[src/rtl/core/cprq_pkg.sv]
`default_nettype none
// ----------------------------------------------------------------------------
// Class priority request queue package
// Shared widths, codes and types for the queue core and its cells.
// ----------------------------------------------------------------------------
package cprq_pkg;

  localparam int unsigned DEFAULT_QUEUE_DEPTH = 16;

  localparam int unsigned CLASS_W   = 4;
  localparam int unsigned PRI_W     = 2;
  localparam int unsigned LIMIT_W   = 5;
  localparam int unsigned FILL_W    = 5;
  localparam int unsigned PRI_LEVELS = 4;

  localparam logic [PRI_W-1:0]   TOP_PRIORITY = 2'd3;
  localparam logic [LIMIT_W-1:0] LIMIT_RESET  = 5'd16;

  localparam logic ACT_PUSH = 1'b0;
  localparam logic ACT_TAKE = 1'b1;

  // Control broadcast from the sequencer to every cell.
  typedef struct packed {
    logic match_en;  // register the compare against the asked-for class
    logic take_en;   // remove the selected entry and close the gap
  } cell_ctrl_t;

  typedef enum logic [2:0] {
    ST_IDLE   = 3'b001,
    ST_MATCH  = 3'b010,
    ST_COMMIT = 3'b100
  } state_e;

endpackage
`default_nettype wire

[src/rtl/core/cprq_cell.sv]
`default_nettype none
// ----------------------------------------------------------------------------
// Queue cell
// Holds one queue entry, compares it against the asked-for class and shifts
// in its neighbor's entry when an entry at or ahead of it is removed.
// ----------------------------------------------------------------------------
module cprq_cell (
  input  logic                                clk_i,
  input  cprq_pkg::cell_ctrl_t                ctrl_i,
  input  logic                                valid_i,
  input  logic                                load_new_i,
  input  logic [cprq_pkg::CLASS_W-1:0]        cls_i,
  input  logic [cprq_pkg::PRI_W-1:0]          pri_i,
  input  logic [cprq_pkg::PRI_W-1:0]          best_pri_i,
  input  logic                                seen_i,
  input  logic [cprq_pkg::CLASS_W-1:0]        next_cls_i,
  input  logic [cprq_pkg::PRI_W-1:0]          next_pri_i,
  output logic                                seen_o,
  output logic [cprq_pkg::CLASS_W-1:0]        cls_o,
  output logic [cprq_pkg::PRI_W-1:0]          pri_o,
  output logic [cprq_pkg::PRI_LEVELS-1:0]     hit_lvl_o
);

  logic [cprq_pkg::CLASS_W-1:0] cls_q;
  logic [cprq_pkg::PRI_W-1:0]   pri_q;
  logic                         hit_q;
  logic                         sel_here;

  // The first cell holding a best-priority hit is removed; every cell from
  // there on takes its neighbor's entry.
  assign sel_here = ctrl_i.take_en && hit_q && (pri_q == best_pri_i);
  assign seen_o   = seen_i || sel_here;

  always_ff @(posedge clk_i) begin
    if (ctrl_i.match_en) begin
      hit_q <= valid_i && (cls_q == cls_i);
    end
    if (load_new_i) begin
      cls_q <= cls_i;
      pri_q <= pri_i;
    end else if (ctrl_i.take_en && seen_o) begin
      cls_q <= next_cls_i;
      pri_q <= next_pri_i;
    end
  end

  always_comb begin
    for (int k = 0; k < cprq_pkg::PRI_LEVELS; k++) begin
      hit_lvl_o[k] = hit_q && (pri_q == cprq_pkg::PRI_W'(k));
    end
  end

  assign cls_o = cls_q;
  assign pri_o = pri_q;

endmodule
`default_nettype wire

[src/rtl/core/class_priority_request_queue.sv]
`default_nettype none
// An input transfer moves to the match state, where every cell registers its
// class compare, then to the commit state, where the select and shift are done
// and the result is registered. A new item is taken only in the idle state, so
// not before the last one commits; a result still waiting on the output holds the commit state.
// Reset clears the queue to empty, the limit to 16 and the output to idle.
// ----------------------------------------------------------------------------
// Class priority request queue
// Arrival-ordered queue of (class, priority) requests held in a row of
// cells; a take removes the earliest best-priority entry of a class.
// ----------------------------------------------------------------------------
module class_priority_request_queue #(
  parameter int unsigned QUEUE_DEPTH = cprq_pkg::DEFAULT_QUEUE_DEPTH
) (
  input  logic        clk_i,
  input  logic        rst_ni,
  input  logic        cfg_valid_i,
  output logic        cfg_ready_o,
  input  logic [4:0]  cfg_data_i,     // queue_limit
  input  logic        s_axis_tvalid,
  output logic        s_axis_tready,
  input  logic [7:0]  s_axis_tdata,   // [3:0] req_class, [5:4] req_priority
  input  logic        s_axis_tuser,   // [0] action
  output logic        m_axis_tvalid,
  input  logic        m_axis_tready,
  output logic [15:0] m_axis_tdata,   // [3:0] out_class, [5:4] out_priority,
                                      // [10:6] fill_level
  output logic        m_axis_tuser    // [0] done_res
);

  localparam int unsigned CW   = $clog2(QUEUE_DEPTH + 1);
  localparam int unsigned CMPW = (CW > cprq_pkg::LIMIT_W) ? CW : cprq_pkg::LIMIT_W;

  cprq_pkg::state_e state_q, state_d;

  logic [cprq_pkg::LIMIT_W-1:0] limit_q;
  logic [CW-1:0]                count_q, count_d;
  logic                         act_q;
  logic [cprq_pkg::CLASS_W-1:0] cls_q;
  logic [cprq_pkg::PRI_W-1:0]   pri_q;

  logic                         out_valid_q;
  logic                         out_done_q, out_done_d;
  logic [cprq_pkg::CLASS_W-1:0] out_cls_q, out_cls_d;
  logic [cprq_pkg::PRI_W-1:0]   out_pri_q, out_pri_d;
  logic [cprq_pkg::FILL_W-1:0]  out_fill_q, out_fill_d;

  logic                         in_fire;
  logic                         slot_free;
  logic                         commit_fire;
  logic                         push_ok;
  logic                         found;
  logic [cprq_pkg::PRI_W-1:0]   best_pri;
  logic [cprq_pkg::PRI_LEVELS-1:0] any_lvl;
  logic [CMPW-1:0]              count_ext;

  cprq_pkg::cell_ctrl_t         cell_ctrl;

  logic [QUEUE_DEPTH:0]         seen;
  logic [QUEUE_DEPTH-1:0]       cell_valid;
  logic [QUEUE_DEPTH-1:0]       load_new;
  logic [cprq_pkg::CLASS_W-1:0] cell_cls [QUEUE_DEPTH];
  logic [cprq_pkg::PRI_W-1:0]   cell_pri [QUEUE_DEPTH];
  logic [cprq_pkg::PRI_LEVELS-1:0] hit_lvl [QUEUE_DEPTH];

  assign cfg_ready_o   = 1'b1;
  assign s_axis_tready = (state_q == cprq_pkg::ST_IDLE);
  assign in_fire       = s_axis_tvalid && s_axis_tready;
  assign slot_free     = !out_valid_q || m_axis_tready;
  assign commit_fire   = (state_q == cprq_pkg::ST_COMMIT) && slot_free;

  assign push_ok = (CMPW'(count_q) < CMPW'(limit_q)) && (count_q < CW'(QUEUE_DEPTH));

  // Best priority over all registered hits.
  always_comb begin
    any_lvl = '0;
    for (int i = 0; i < QUEUE_DEPTH; i++) begin
      any_lvl = any_lvl | hit_lvl[i];
    end
  end

  always_comb begin
    found = |any_lvl;
    if (any_lvl[3]) begin
      best_pri = cprq_pkg::TOP_PRIORITY;
    end else if (any_lvl[2]) begin
      best_pri = 2'd2;
    end else if (any_lvl[1]) begin
      best_pri = 2'd1;
    end else begin
      best_pri = 2'd0;
    end
  end

  assign cell_ctrl.match_en = (state_q == cprq_pkg::ST_MATCH);
  assign cell_ctrl.take_en  = commit_fire && (act_q == cprq_pkg::ACT_TAKE) && found;

  always_comb begin
    for (int i = 0; i < QUEUE_DEPTH; i++) begin
      cell_valid[i] = CW'(i) < count_q;
      load_new[i]   = commit_fire && (act_q == cprq_pkg::ACT_PUSH) && push_ok
                      && (count_q == CW'(i));
    end
  end

  assign seen[0] = 1'b0;

  for (genvar g = 0; g < QUEUE_DEPTH; g++) begin : g_cell
    logic [cprq_pkg::CLASS_W-1:0] nxt_cls;
    logic [cprq_pkg::PRI_W-1:0]   nxt_pri;

    if (g == QUEUE_DEPTH - 1) begin : g_last
      assign nxt_cls = '0;
      assign nxt_pri = '0;
    end else begin : g_mid
      assign nxt_cls = cell_cls[g+1];
      assign nxt_pri = cell_pri[g+1];
    end

    cprq_cell u_cell (
      .clk_i      (clk_i),
      .ctrl_i     (cell_ctrl),
      .valid_i    (cell_valid[g]),
      .load_new_i (load_new[g]),
      .cls_i      (cls_q),
      .pri_i      (pri_q),
      .best_pri_i (best_pri),
      .seen_i     (seen[g]),
      .next_cls_i (nxt_cls),
      .next_pri_i (nxt_pri),
      .seen_o     (seen[g+1]),
      .cls_o      (cell_cls[g]),
      .pri_o      (cell_pri[g]),
      .hit_lvl_o  (hit_lvl[g])
    );
  end

  // Result of the item in the commit cycle.
  always_comb begin
    count_d    = count_q;
    out_done_d = 1'b0;
    out_cls_d  = '0;
    out_pri_d  = '0;
    if (act_q == cprq_pkg::ACT_PUSH) begin
      if (push_ok) begin
        count_d    = count_q + CW'(1);
        out_done_d = 1'b1;
      end
    end else if (found) begin
      count_d    = count_q - CW'(1);
      out_done_d = 1'b1;
      out_cls_d  = cls_q;
      out_pri_d  = best_pri;
    end
    count_ext  = CMPW'(count_d);
    out_fill_d = count_ext[cprq_pkg::FILL_W-1:0];
  end

  always_comb begin
    state_d = state_q;
    case (state_q)
      cprq_pkg::ST_IDLE: begin
        if (in_fire) begin
          state_d = cprq_pkg::ST_MATCH;
        end
      end
      cprq_pkg::ST_MATCH: begin
        state_d = cprq_pkg::ST_COMMIT;
      end
      cprq_pkg::ST_COMMIT: begin
        if (slot_free) begin
          state_d = cprq_pkg::ST_IDLE;
        end
      end
      default: begin
        state_d = cprq_pkg::ST_IDLE;
      end
    endcase
  end

  always_ff @(posedge clk_i or negedge rst_ni) begin
    if (!rst_ni) begin
      state_q     <= cprq_pkg::ST_IDLE;
      limit_q     <= cprq_pkg::LIMIT_RESET;
      count_q     <= '0;
      out_valid_q <= 1'b0;
    end else begin
      state_q <= state_d;
      if (cfg_valid_i && cfg_ready_o) begin
        limit_q <= cfg_data_i;
      end
      if (commit_fire) begin
        count_q     <= count_d;
        out_valid_q <= 1'b1;
      end else if (m_axis_tready) begin
        out_valid_q <= 1'b0;
      end
    end
  end

  always_ff @(posedge clk_i) begin
    if (in_fire) begin
      act_q <= s_axis_tuser;
      cls_q <= s_axis_tdata[3:0];
      pri_q <= s_axis_tdata[5:4];
    end
    if (commit_fire) begin
      out_done_q <= out_done_d;
      out_cls_q  <= out_cls_d;
      out_pri_q  <= out_pri_d;
      out_fill_q <= out_fill_d;
    end
  end

  assign m_axis_tvalid = out_valid_q;
  assign m_axis_tuser  = out_done_q;
  assign m_axis_tdata  = {5'd0, out_fill_q, out_pri_q, out_cls_q};

`ifndef SYNTHESIS
  a_count_bound : assert property (@(posedge clk_i) disable iff (!rst_ni)
    count_q <= CW'(QUEUE_DEPTH))
    else $error("queue fill above depth");

  a_single_push : assert property (@(posedge clk_i) disable iff (!rst_ni)
    $onehot0(load_new))
    else $error("more than one cell loaded by a push");

  a_count_in_commit : assert property (@(posedge clk_i) disable iff (!rst_ni)
    (count_q != $past(count_q)) |-> ($past(state_q) == cprq_pkg::ST_COMMIT))
    else $error("fill changed outside the commit cycle");

  a_result_after_commit : assert property (@(posedge clk_i) disable iff (!rst_ni)
    $rose(out_valid_q) |-> ($past(state_q) == cprq_pkg::ST_COMMIT))
    else $error("result raised without a commit");
`endif

endmodule
`default_nettype wire
[config.mk]
export PLATFORM = sky130hd
export DESIGN_NAME = class_priority_request_queue
export DESIGN_NICKNAME = d
export VERILOG_FILES = /design/src/rtl/core/cprq_pkg.sv /design/src/rtl/core/cprq_cell.sv /design/src/rtl/core/class_priority_request_queue.sv
export SDC_FILE = /design/constraint.sdc
export NUM_CORES = 1
export LEC_CHECK = 0
export BUFFER_PORTS_ARGS = -buffer_cell sky130_fd_sc_hd__buf_2
export CAP_MARGIN = 20
export CORE_UTILIZATION = 60
export CTS_CLUSTER_DIAMETER = 60
export DETAILED_ROUTE_END_ITERATION = 6
export PLACE_DENSITY = 0.83
export SYNTH_ARGS = -nofsm -noshare
export SYNTH_HDL_FRONTEND = slang
export SYNTH_SLANG_ARGS = --single-unit
[constraint.sdc]
create_clock -name clk_i -period 3.7 [get_ports clk_i]
set_clock_uncertainty 0.05 [all_clocks]
set_input_delay 1.11 -clock clk_i [delete_from_list [all_inputs] [get_ports clk_i]]
set_output_delay 1.11 -clock clk_i [all_outputs]
set_load 0.1 [all_outputs]
==> impl_table.tex, run 1 <==
\begin{tabular}{lr}
\hline
Metric & Value \\
\hline
\multicolumn{2}{l}{\textbf{GRT}} \\
\quad GR Util met1 & between 40\% and 50\% \\
\quad Routing layer with the top usage in global route & met2 \\
\quad Total routing usage reported by global routing & 30.7\% \\
\quad Number of antenna violations at the first check in global routing & 1 \\
\quad Met2 track demand over resource & 48.1\% \\
\quad Met3 Use GR & 6.90\% \\
\quad Global-route wire length before repair & 32.4 mm \\
\quad Number of global-route vias before repair & 5725 \\
\quad Global route overflow & 0 \\
\quad Maximum number of pins on one net before global-route repair & 34 \\
\multicolumn{2}{l}{\textbf{Worst setup path}} \\
\quad R2R cell count & 9 \\
\quad Startpoint-to-endpoint class of the critical path & register to register \\
\quad Reg2Reg Capture Point & g\_cell[13].u\_cell.cls\_o[1] \\
\quad Endpoint required time on the critical path & 3.71 ns \\
\quad R2R setup slack & 0.25 ns \\
\quad Reg2Reg Launch Point & g\_cell[3].u\_cell.pri\_o[0] \\
\quad Arrival time of the worst setup path & 3.46 ns \\
\quad Worst Setup Start Kind & register \\
\quad Endpoint class of the critical path & register \\
\quad Critical path fanouts, max & 9 \\
\multicolumn{2}{l}{\textbf{Power and ir drop}} \\
\quad Pint & $\sim$3.5 mW \\
\quad Relative contribution of the clock network to total power & 35.3\% \\
\quad Reported leakage power & about 3.2 nW \\
\quad Comb power frac & 24.4\% \\
\quad Fraction of power spent switching nets & 32.1\% \\
\quad Switching Power & 1.67 mW \\
\quad Reg power frac & 40.3\% \\
\quad Pwr dens & about 560 mW/mm\^{}2 \\
\quad Peak supply drop & 0.351 mV \\
\multicolumn{2}{l}{\textbf{Clocking}} \\
\quad Clock Tree Buf Depth & 2 \\
\quad \# H-tree levels & 4 \\
\quad Post-CTS Resized & 0 \\
\quad Inserted Clock Buffers & 17 \\
\quad Number of setup buffers added after CTS & 0 \\
\quad Count of clock tree sinks & 145 \\
\quad Number of hold-repair buffers added at the cts stage & 0 \\
\quad Root Buffer Master & sky130\_fd\_sc\_hd\_\_clkbuf\_16 \\
\quad TritonCTS clock tree & built \\
\quad Reg clk slew, reported paths & roughly 0.060 ns \\
\quad Clock Latency Late Sink & 0.43 ns \\
\multicolumn{2}{l}{\textbf{Layout}} \\
\quad Total number of nets in the final design & 749 \\
\quad Antenna fix cells & 0 \\
\quad Fill cells & 907 \\
\quad Fraction of final layout cells sized beyond drive strength 1 & about 28\% \\
\quad P\&R area growth vs syn & 12.6\% \\
\quad Final design utilization & 69.6\% \\
\multicolumn{2}{l}{\textbf{Logic synthesis}} \\
\quad Total standard cell area after synthesis & 0.00825 sq mm \\
\quad Top post-synthesis cells by count & sky130\_fd\_sc\_hd\_\_edfxtp\_1, sky130\_fd\_sc\_hd\_\_mux2\_2, sky130\_fd\_sc\_hd\_\_nand2\_1 \\
\quad Sequential cell area fraction in the yosys report & approximately half \\
\quad Distinct cell type count of the synthesized netlist & 70 \\
\quad Mean post-synth cell area & between 10 and 15 sq um \\
\quad Compound-cell area share of the yosys netlist & 8.55\% \\
\quad Share of the synthesized netlist area taken by xor and xnor gates & 7.85\% \\
\quad Count of warnings emitted by yosys & 0 \\
\quad Most frequent cell after synthesis & sky130\_fd\_sc\_hd\_\_edfxtp\_1 \\
\quad Dominant combinational cell family by area after synthesis & simple AND/OR/NAND/NOR gates \\
\quad Share of the synthesized area in the top cell type & 47.7\% \\
\quad Asr flop ratio synth & around a tenth \\
\quad Register bit count reported by yosys & 145 \\
\quad Synthesized instance count & 677 \\
\quad Post-Synth Adder-Cell Area & 1.36\% \\
\quad Simple-gate share of the synthesized area & about 15\% \\
\quad Number of enable-type register cells in the synthesized netlist & around 130 \\
\quad Top flip-flop cell by instance count after synthesis & sky130\_fd\_sc\_hd\_\_edfxtp\_1 \\
\quad Mux share of post-synthesis cell area & 12.7\% \\
\quad Leading area contributor after synthesis & sky130\_fd\_sc\_hd\_\_edfxtp\_1 \\
\quad Synth top area cells & sky130\_fd\_sc\_hd\_\_edfxtp\_1, sky130\_fd\_sc\_hd\_\_mux2\_2, sky130\_fd\_sc\_hd\_\_xnor2\_1 \\
\multicolumn{2}{l}{\textbf{Timing}} \\
\quad Maximum frequency from static timing analysis & a little under 0.3 GHz \\
\quad Unrepaired setup endpoints after global routing & false \\
\quad Transition time at the pin with the least slew margin & 0.960 ns \\
\quad Final TNS setup & 0 ns \\
\quad Final clock period utilization by the worst path & 93.3\% \\
\quad Final-layout worst hold slack & 0.476 ns \\
\quad Number of hold-slack violations in the final timing report & 0 \\
\quad Clock period minus worst slack & 3.45 ns \\
\quad Headroom to the max-slew limit & a little over a third \\
\quad Count of final setup violators & 0 \\
\quad Number of pins exceeding their max-slew limit in the final report & 0 \\
\multicolumn{2}{l}{\textbf{Floorplan}} \\
\quad Die boundary height & 119 um \\
\quad Die footprint & roughly 0.014 sq mm \\
\quad Row count & 42 \\
\quad Core Footprint & 0.0133 sq mm \\
\quad Horiz. Die Dim & 119 um \\
\quad Initial Utilization & $\sim$60\% \\
\quad Ports & 39 \\
\multicolumn{2}{l}{\textbf{Drt}} \\
\quad DRC violations left & 0 \\
\quad Length of the first detailed-routing pass in iterations & 5 \\
\quad Via count & about 5700 \\
\quad Number of nets with antenna violations after routing & 0 \\
\quad Routed WL & 20.3 mm \\
\quad WL/cell & 22.4 um \\
\quad Routed vias/inst & $\sim$6.3 \\
\quad Number of design-rule violations left by the first detailed-router iteration & 692 \\
\multicolumn{2}{l}{\textbf{Min path}} \\
\quad Hold Path Depth & 1 \\
\quad Hold Path End & limit\_q[0] \\
\quad Startpoint of the tightest hold check path & limit\_q[0] \\
\quad Class of the tightest hold or removal check & register to register \\
\multicolumn{2}{l}{\textbf{Place}} \\
\quad GPL Wtd Cong & 0.943 \\
\quad Post-DP HPWL & approximately 15 mm \\
\quad Count of port buffers added during placement & 30 \\
\multicolumn{2}{l}{\textbf{Run}} \\
\quad Count of maximum capacitance violations & 0 \\
\multicolumn{2}{l}{\textbf{Outcome}} \\
\quad Result of the run & completed \\
\hline
\end{tabular}
## flip-flops by register name (all words and copies together), names as in the netlist, 4 cells and up
| name | count |
|---|---|
| g_cell.u_cell.cls_o | 64 |
| out_cls_q | 4 |
| count_q | 5 |
| cls_q | 4 |
| g_cell.u_cell.hit_q | 16 |
| g_cell.u_cell.pri_o | 32 |
| out_fill_q | 5 |
| limit_q | 5 |
## cells in the final DEF (no fill, tap or decap), types with 18 or more instances in the layout
cell type,count
sky130_fd_sc_hd__nand3b_1,22
sky130_fd_sc_hd__xor2_1,25
sky130_fd_sc_hd__xnor2_1,49
sky130_fd_sc_hd__edfxtp_1,131
sky130_fd_sc_hd__buf_4,26
sky130_fd_sc_hd__nand3_1,22
sky130_fd_sc_hd__buf_2,30
sky130_fd_sc_hd__mux2_2,91
sky130_fd_sc_hd__nand2_1,52
sky130_fd_sc_hd__o21ai_0,22
sky130_fd_sc_hd__a21oi_1,18
## worst max-delay path, stage by stage, from the launching register on
cell	delay, ns
sky130_fd_sc_hd__edfxtp_1	0.50
sky130_fd_sc_hd__nand2_1	0.16
sky130_fd_sc_hd__o2111ai_1	0.11
sky130_fd_sc_hd__or3_2	0.56
sky130_fd_sc_hd__o21ai_4	0.32
sky130_fd_sc_hd__a21boi_1	0.12
sky130_fd_sc_hd__o221ai_1	0.29
sky130_fd_sc_hd__nand4_4	0.23
sky130_fd_sc_hd__o31ai_2	0.35
sky130_fd_sc_hd__nand3b_1	0.38
## cell families (layout without fill, tap and decap cells)
family / count (synthesis) / count (layout)
AND/OR/NAND/NOR: 206 / 206
flip-flops: 145 / 145
AO/OA/AOI/OAI: 96 / 96
multiplexers: 93 / 93
XOR/XNOR: 74 / 74
buffers and inverters: 52 / 104
adder cells (fa/ha/maj): 9 / 9
other: 2 / 6
## layout make-up
type	count	area [sq um]	share of cell area (%)
Clock buffer	18	429	4.62
Timing Repair Buffer	56	345	3.72
Clock inverter	13	193	2.07
Multi-Input combinational cell	484	3760	40.4
Tap cell	176	220	2.37
Inverter	17	63.8	0.687
Sequential cell	145	4290	46.1
## routing by layer
metal / wire, um / vias up
met1: 8600 / 2840
met5: 0 / -
met4: 329 / 0
met3: 1610 / 30
met2: 9790 / 263
li1: - / 2614
## power by group through the flow
| stage | combinational [mW] | clock [mW] | sequential (mW) |
|---|---|---|---|
| finish | 1.27 | 1.84 | 2.10 |
| global route | 1.35 | 1.90 | 2.11 |
| CTS | 1.25 | 1.85 | 2.09 |
| detailed placement | 1.24 | 0 | 2.13 |
| global placement | 1.21 | 0 | 2.12 |
| floorplan | 0.853 | 0 | 2.11 |
## through the flow
stage	instances	cell area, sq um	setup slack, ns	power [mW]
6_report	909	9290	0.247	5.20
5_1_grt	909	9290	0.0469	5.37
4_1_cts	909	9290	0.241	5.19
3_5_place_dp	878	8670	0.261	3.37
3_3_place_gp	878	8670	0.235	3.33
2_1_floorplan	681	8270	0.425	2.96
## worst max path at each step
stage / from / end / slack (ns)
6_report: g_cell[3].u_cell.pri_o[0] / g_cell[13].u_cell.cls_o[1] / 0.25
3_5_place_dp: g_cell[7].u_cell.pri_o[0] / g_cell[10].u_cell.cls_o[0] / 0.26
4_1_cts: g_cell[7].u_cell.pri_o[0] / g_cell[10].u_cell.cls_o[2] / 0.24
2_1_floorplan: m_axis_tready / g_cell[15].u_cell.cls_o[0] / 0.42
3_3_place_gp: g_cell[5].u_cell.hit_q / g_cell[10].u_cell.cls_o[1] / 0.23
5_1_grt: g_cell[13].u_cell.pri_o[1] / g_cell[8].u_cell.cls_o[2] / 0.05
(Power assumes the default switching activity.)
==> run 2: changes to the inputs <==
--- a/config.mk
+++ b/config.mk
@@ -5,9 +5,11 @@
 export SDC_FILE = /design/constraint.sdc
 export NUM_CORES = 1
 export LEC_CHECK = 0
+export ABC_AREA = 1
 export BUFFER_PORTS_ARGS = -buffer_cell sky130_fd_sc_hd__buf_2
 export CAP_MARGIN = 20
 export CORE_UTILIZATION = 60
+export CTS_BUF_LIST = sky130_fd_sc_hd__clkbuf_8
 export CTS_CLUSTER_DIAMETER = 60
 export DETAILED_ROUTE_END_ITERATION = 6
 export PLACE_DENSITY = 0.83
==> run 2 against run 1 <==
Synthesized area shrank 1.5%; largest power group unchanged; core utilization shrank 2.9 points; setup slack gained 0.10 ns; critical path type unchanged; final cell count grew 24%; worst hold slack lost 0.020 ns; synthesized cell count grew 35%; critical path depth is the same; critical endpoint is now g_cell[7].u_cell.cls_o[0]; wire length shrank 2.0%; clock power shrank 32%; largest cell class unchanged; sequential power grew 4%; global-route usage is essentially flat.
==> impl_table.tex, run 2 <==
\begin{tabular}{lr}
\hline
Metric & Value \\
\hline
\multicolumn{2}{l}{\textbf{Outcome}} \\
\quad Result of the run & completed \\
\multicolumn{2}{l}{\textbf{Drt}} \\
\quad Routed WL & 19.9 mm (-2.0\%) \\
\quad WL/cell & 17.7 um (-21\%) \\
\quad Length of the first detailed-routing pass in iterations & 6 (+1) \\
\quad Via count & 6647 (+16\%) \\
\quad DRC violations left & 0 (unchanged) \\
\quad Number of design-rule violations left by the first detailed-router iteration & 866 (+25\%) \\
\quad Routed vias/inst & 5.90 (-6.7\%) \\
\quad Number of nets with antenna violations after routing & 0 (unchanged) \\
\multicolumn{2}{l}{\textbf{Logic synthesis}} \\
\quad Leading area contributor after synthesis & sky130\_fd\_sc\_hd\_\_edfxtp\_1 \\
\quad Dominant combinational cell family by area after synthesis & simple AND/OR/NAND/NOR gates \\
\quad Synth top area cells & sky130\_fd\_sc\_hd\_\_edfxtp\_1, sky130\_fd\_sc\_hd\_\_nand2\_1, sky130\_fd\_sc\_hd\_\_o21ai\_0 \\
\quad Count of warnings emitted by yosys & 0 (unchanged) \\
\quad Mean post-synth cell area & 8.90 sq um (-27\%) \\
\quad Sequential cell area fraction in the yosys report & 52.7\% (+0.78 points) \\
\quad Top post-synthesis cells by count & sky130\_fd\_sc\_hd\_\_nand2\_1, sky130\_fd\_sc\_hd\_\_edfxtp\_1, sky130\_fd\_sc\_hd\_\_o21ai\_0 \\
\quad Total standard cell area after synthesis & 0.00813 sq mm (-1.5\%) \\
\quad Compound-cell area share of the yosys netlist & 11.3\% (+2.8 points) \\
\quad Simple-gate share of the synthesized area & 23.5\% (+8.8 points) \\
\quad Distinct cell type count of the synthesized netlist & 45 (-36\%) \\
\quad Mux share of post-synthesis cell area & 0.138\% (-13 points) \\
\quad Post-Synth Adder-Cell Area & 1.38\% (+0.020 points) \\
\quad Top flip-flop cell by instance count after synthesis & sky130\_fd\_sc\_hd\_\_edfxtp\_1 \\
\quad Share of the synthesized netlist area taken by xor and xnor gates & 4.52\% (-3.3 points) \\
\quad Most frequent cell after synthesis & sky130\_fd\_sc\_hd\_\_nand2\_1 \\
\quad Asr flop ratio synth & 9.66\% (unchanged) \\
\quad Synthesized instance count & 914 (+35\%) \\
\quad Number of enable-type register cells in the synthesized netlist & 131 (unchanged) \\
\quad Share of the synthesized area in the top cell type & 48.4\% (+0.71 points) \\
\quad Register bit count reported by yosys & 145 (unchanged) \\
\multicolumn{2}{l}{\textbf{Worst setup path}} \\
\quad CP bufs+invs & 1 (+1) \\
\quad Startpoint-to-endpoint class of the critical path & register to register \\
\quad CP delay by family, top & simple AND/OR/NAND/NOR gates \\
\quad Reg2Reg Launch Point & count\_q[2] \\
\quad Worst setup path startpoint & count\_q[2] \\
\quad Worst-path cell chain & ha\_1, a21oi\_1, o21ai\_0, a21oi\_1, nand3\_1, nor2\_1, buf\_4, nand4\_1, nand2\_1 \\
\quad Dominant cell type by count on the critical path & sky130\_fd\_sc\_hd\_\_a21oi\_1 \\
\quad Highest cell delay on the worst timing path & 0.58 ns (+0.02 ns) \\
\quad R2R cell count & 9 (unchanged) \\
\quad Endpoint class of the critical path & register \\
\quad Cell count along the critical path & 9 (unchanged) \\
\quad Standard cell with the maximum stage delay on the critical path & sky130\_fd\_sc\_hd\_\_dfrtp\_1 \\
\quad R2R setup slack & 0.35 ns (+0.10 ns) \\
\quad Endpoint required time on the critical path & 3.79 ns (+0.08 ns) \\
\quad Critical path fanouts, max & 13 (+4) \\
\quad Arrival time of the worst setup path & 3.44 ns (-0.02 ns) \\
\quad Worst Setup Start Kind & register \\
\multicolumn{2}{l}{\textbf{Place}} \\
\quad Post-DP HPWL & 14.1 mm (-4.0\%) \\
\quad Inst Count DP & 1095 (+25\%) \\
\quad Worst setup timing slack at the placement stage & 0.409 ns (+0.148 ns) \\
\quad Count of port buffers added during placement & 30 (unchanged) \\
\quad GPL Wtd Cong & 0.990 (+5.0\%) \\
\multicolumn{2}{l}{\textbf{Floorplan}} \\
\quad Initial Utilization & 61.4\% (-0.43 points) \\
\quad Row count & 42 (unchanged) \\
\quad Ports & 39 (unchanged) \\
\quad Core Footprint & 0.0132 sq mm (-0.79\%) \\
\quad Horiz. Die Dim & 118 um (-0.73\%) \\
\quad Die boundary height & 118 um (-0.73\%) \\
\quad Die footprint & 0.0140 sq mm (-1.4\%) \\
\multicolumn{2}{l}{\textbf{GRT}} \\
\quad Global route overflow & 0 (unchanged) \\
\quad Global-route wire length before repair & 32.2 mm (-0.53\%) \\
\quad Total routing usage reported by global routing & 30.7\% (about the same) \\
\quad Number of global-route vias before repair & 6300 (+10\%) \\
\quad Maximum number of pins on one net before global-route repair & 34 (unchanged) \\
\quad Number of antenna violations at the first check in global routing & 0 (-1) \\
\multicolumn{2}{l}{\textbf{Timing}} \\
\quad Headroom to the max-slew limit & 40.5\% (+5.2 points) \\
\quad Final TNS setup & 0 ns (unchanged) \\
\quad Final clock period utilization by the worst path & 90.5\% (-2.8 points) \\
\quad Crit path setup slack, layout & 0.350 ns (+0.103 ns) \\
\quad Clock period minus worst slack & 3.35 ns (-0.103 ns) \\
\quad Number of hold-slack violations in the final timing report & 0 (unchanged) \\
\quad Final-layout worst hold slack & 0.456 ns (-0.0203 ns) \\
\quad Number of pins exceeding their max-slew limit in the final report & 0 (unchanged) \\
\quad Transition time at the pin with the least slew margin & 0.891 ns (-0.0691 ns) \\
\quad Maximum frequency from static timing analysis & 0.299 GHz (+3.1\%) \\
\quad Unrepaired setup endpoints after global routing & false \\
\quad Count of final setup violators & 0 (unchanged) \\
\multicolumn{2}{l}{\textbf{Power and ir drop}} \\
\quad Reported leakage power & 3.74 nW (+16\%) \\
\quad Pwr dens & 546 mW/mm\^{}2 (-2.5\%) \\
\quad Peak supply drop & 0.517 mV (+47\%) \\
\multicolumn{2}{l}{\textbf{Clocking}} \\
\quad Number of hold-repair buffers added at the cts stage & 0 (unchanged) \\
\quad Number of setup buffers added after CTS & 0 (unchanged) \\
\quad Post-CTS Resized & 0 (unchanged) \\
\quad Reg clk slew, reported paths & 0.08 ns (+0.02 ns) \\
\quad Root Buffer Master & sky130\_fd\_sc\_hd\_\_clkbuf\_8 \\
\quad Count of clock tree sinks & 145 (unchanged) \\
\quad Clock Latency Late Sink & 0.48 ns (+0.05 ns) \\
\quad Inserted Clock Buffers & 17 (unchanged) \\
\quad TritonCTS clock tree & built \\
\quad \# H-tree levels & 4 (unchanged) \\
\quad Clock Tree Buf Depth & 2 (unchanged) \\
\multicolumn{2}{l}{\textbf{Layout}} \\
\quad Leading cell types in the layout, fill and taps excluded & sky130\_fd\_sc\_hd\_\_nand2\_1, sky130\_fd\_sc\_hd\_\_edfxtp\_1, sky130\_fd\_sc\_hd\_\_o21ai\_0, sky130\_fd\_sc\_hd\_\_nand3\_1, sky130\_fd\_sc\_hd\_\_inv\_1 \\
\quad Most common library cell in the layout ignoring fill and taps & sky130\_fd\_sc\_hd\_\_nand2\_1 \\
\quad P\&R area growth vs syn & 8.63\% \\
\quad Final cell count without fillers & 1127 (+24\%) \\
\quad Fraction of final layout cells sized beyond drive strength 1 & 12.3\% (-16 points) \\
\quad Antenna fix cells & 0 (unchanged) \\
\quad Total number of nets in the final design & 966 (+29\%) \\
\quad Flip-flop count of the largest register, all copies and words added & 64 (unchanged) \\
\multicolumn{2}{l}{\textbf{Min path}} \\
\quad Hold Path Depth & 2 (+1) \\
\quad Startpoint of the tightest hold check path & limit\_q[4] \\
\quad Class of the tightest hold or removal check & register to register \\
\multicolumn{2}{l}{\textbf{Run}} \\
\quad Count of maximum capacitance violations & 0 (unchanged) \\
\hline
\end{tabular}
[run 2: changes by cell type in the layout (fill, tap and decap cells not counted), sizes merged, moves of 20 or more]
cell	previous run	this run
inv	17	80
mux2	92	1
nand2	52	216
nand3	22	88
nand3b	22	2
nor2	22	79
o21ai	33	118
xnor2	49	24
[run 2: path summary, 6_finish.rpt]
path / to
max: g_cell[7].u_cell.cls_o[0]
min: limit_q[4]
max reg2reg: g_cell[7].u_cell.cls_o[0]
min reg2reg: limit_q[4]
max in group asynchronous: state_q[0]
min in group asynchronous: limit_q[0]
[run 2: layout make-up]
type,count,area (sq um)
fillers,1009,4410
flip-flops and latches,145,4290
multi-input cells,647,3350
inverters,80,300
repair buffers,47,278
clock buffers,19,262
well taps,176,220
clock inverters,13,135
[run 2: layer usage]
metal  GRT usage (%)  wire length [um]
met2            46.9              9050
met4            14.7               737
met1            41.7              8120
met5               0                 0
met3            7.14              2020
[run 2: cell families (layout without fill, tap and decap cells)]
group / count (synthesis) / count (layout)
simple gates: 424 / 424
compound gates: 165 / 165
flops: 145 / 145
buf+inv: 126 / 159
xor+xnor: 42 / 42
fa+ha+maj: 9 / 9
other cells: 2 / 6
mux: 1 / 1
[run 2: per-stage QoR]
step / utilization (%) / power (mW) / cell area [sq um]
floorplan: - / 3.11 / 8150
global placement: 63.7 / 3.51 / 8440
detailed placement: 63.7 / 3.55 / 8440
CTS: 66.7 / 4.79 / 8830
global route: 66.7 / 5.04 / 8830
finish: 66.7 / 4.82 / 8830
[run 2: report_power, final]
part | internal, mW | total, mW | switching [mW]
registers | 1.99 | 2.18 | 0.195
logic | 0.371 | 1.38 | 1.01
clock network | 0.632 | 1.26 | 0.630
total | 2.99 | 4.82 | 1.83
[run 2: tightest hold or removal path: stages (launching register included)]
cell and delay (ns):
sky130_fd_sc_hd__dfstp_2 0.37, sky130_fd_sc_hd__inv_1 0.07, sky130_fd_sc_hd__o21ai_0 0.07
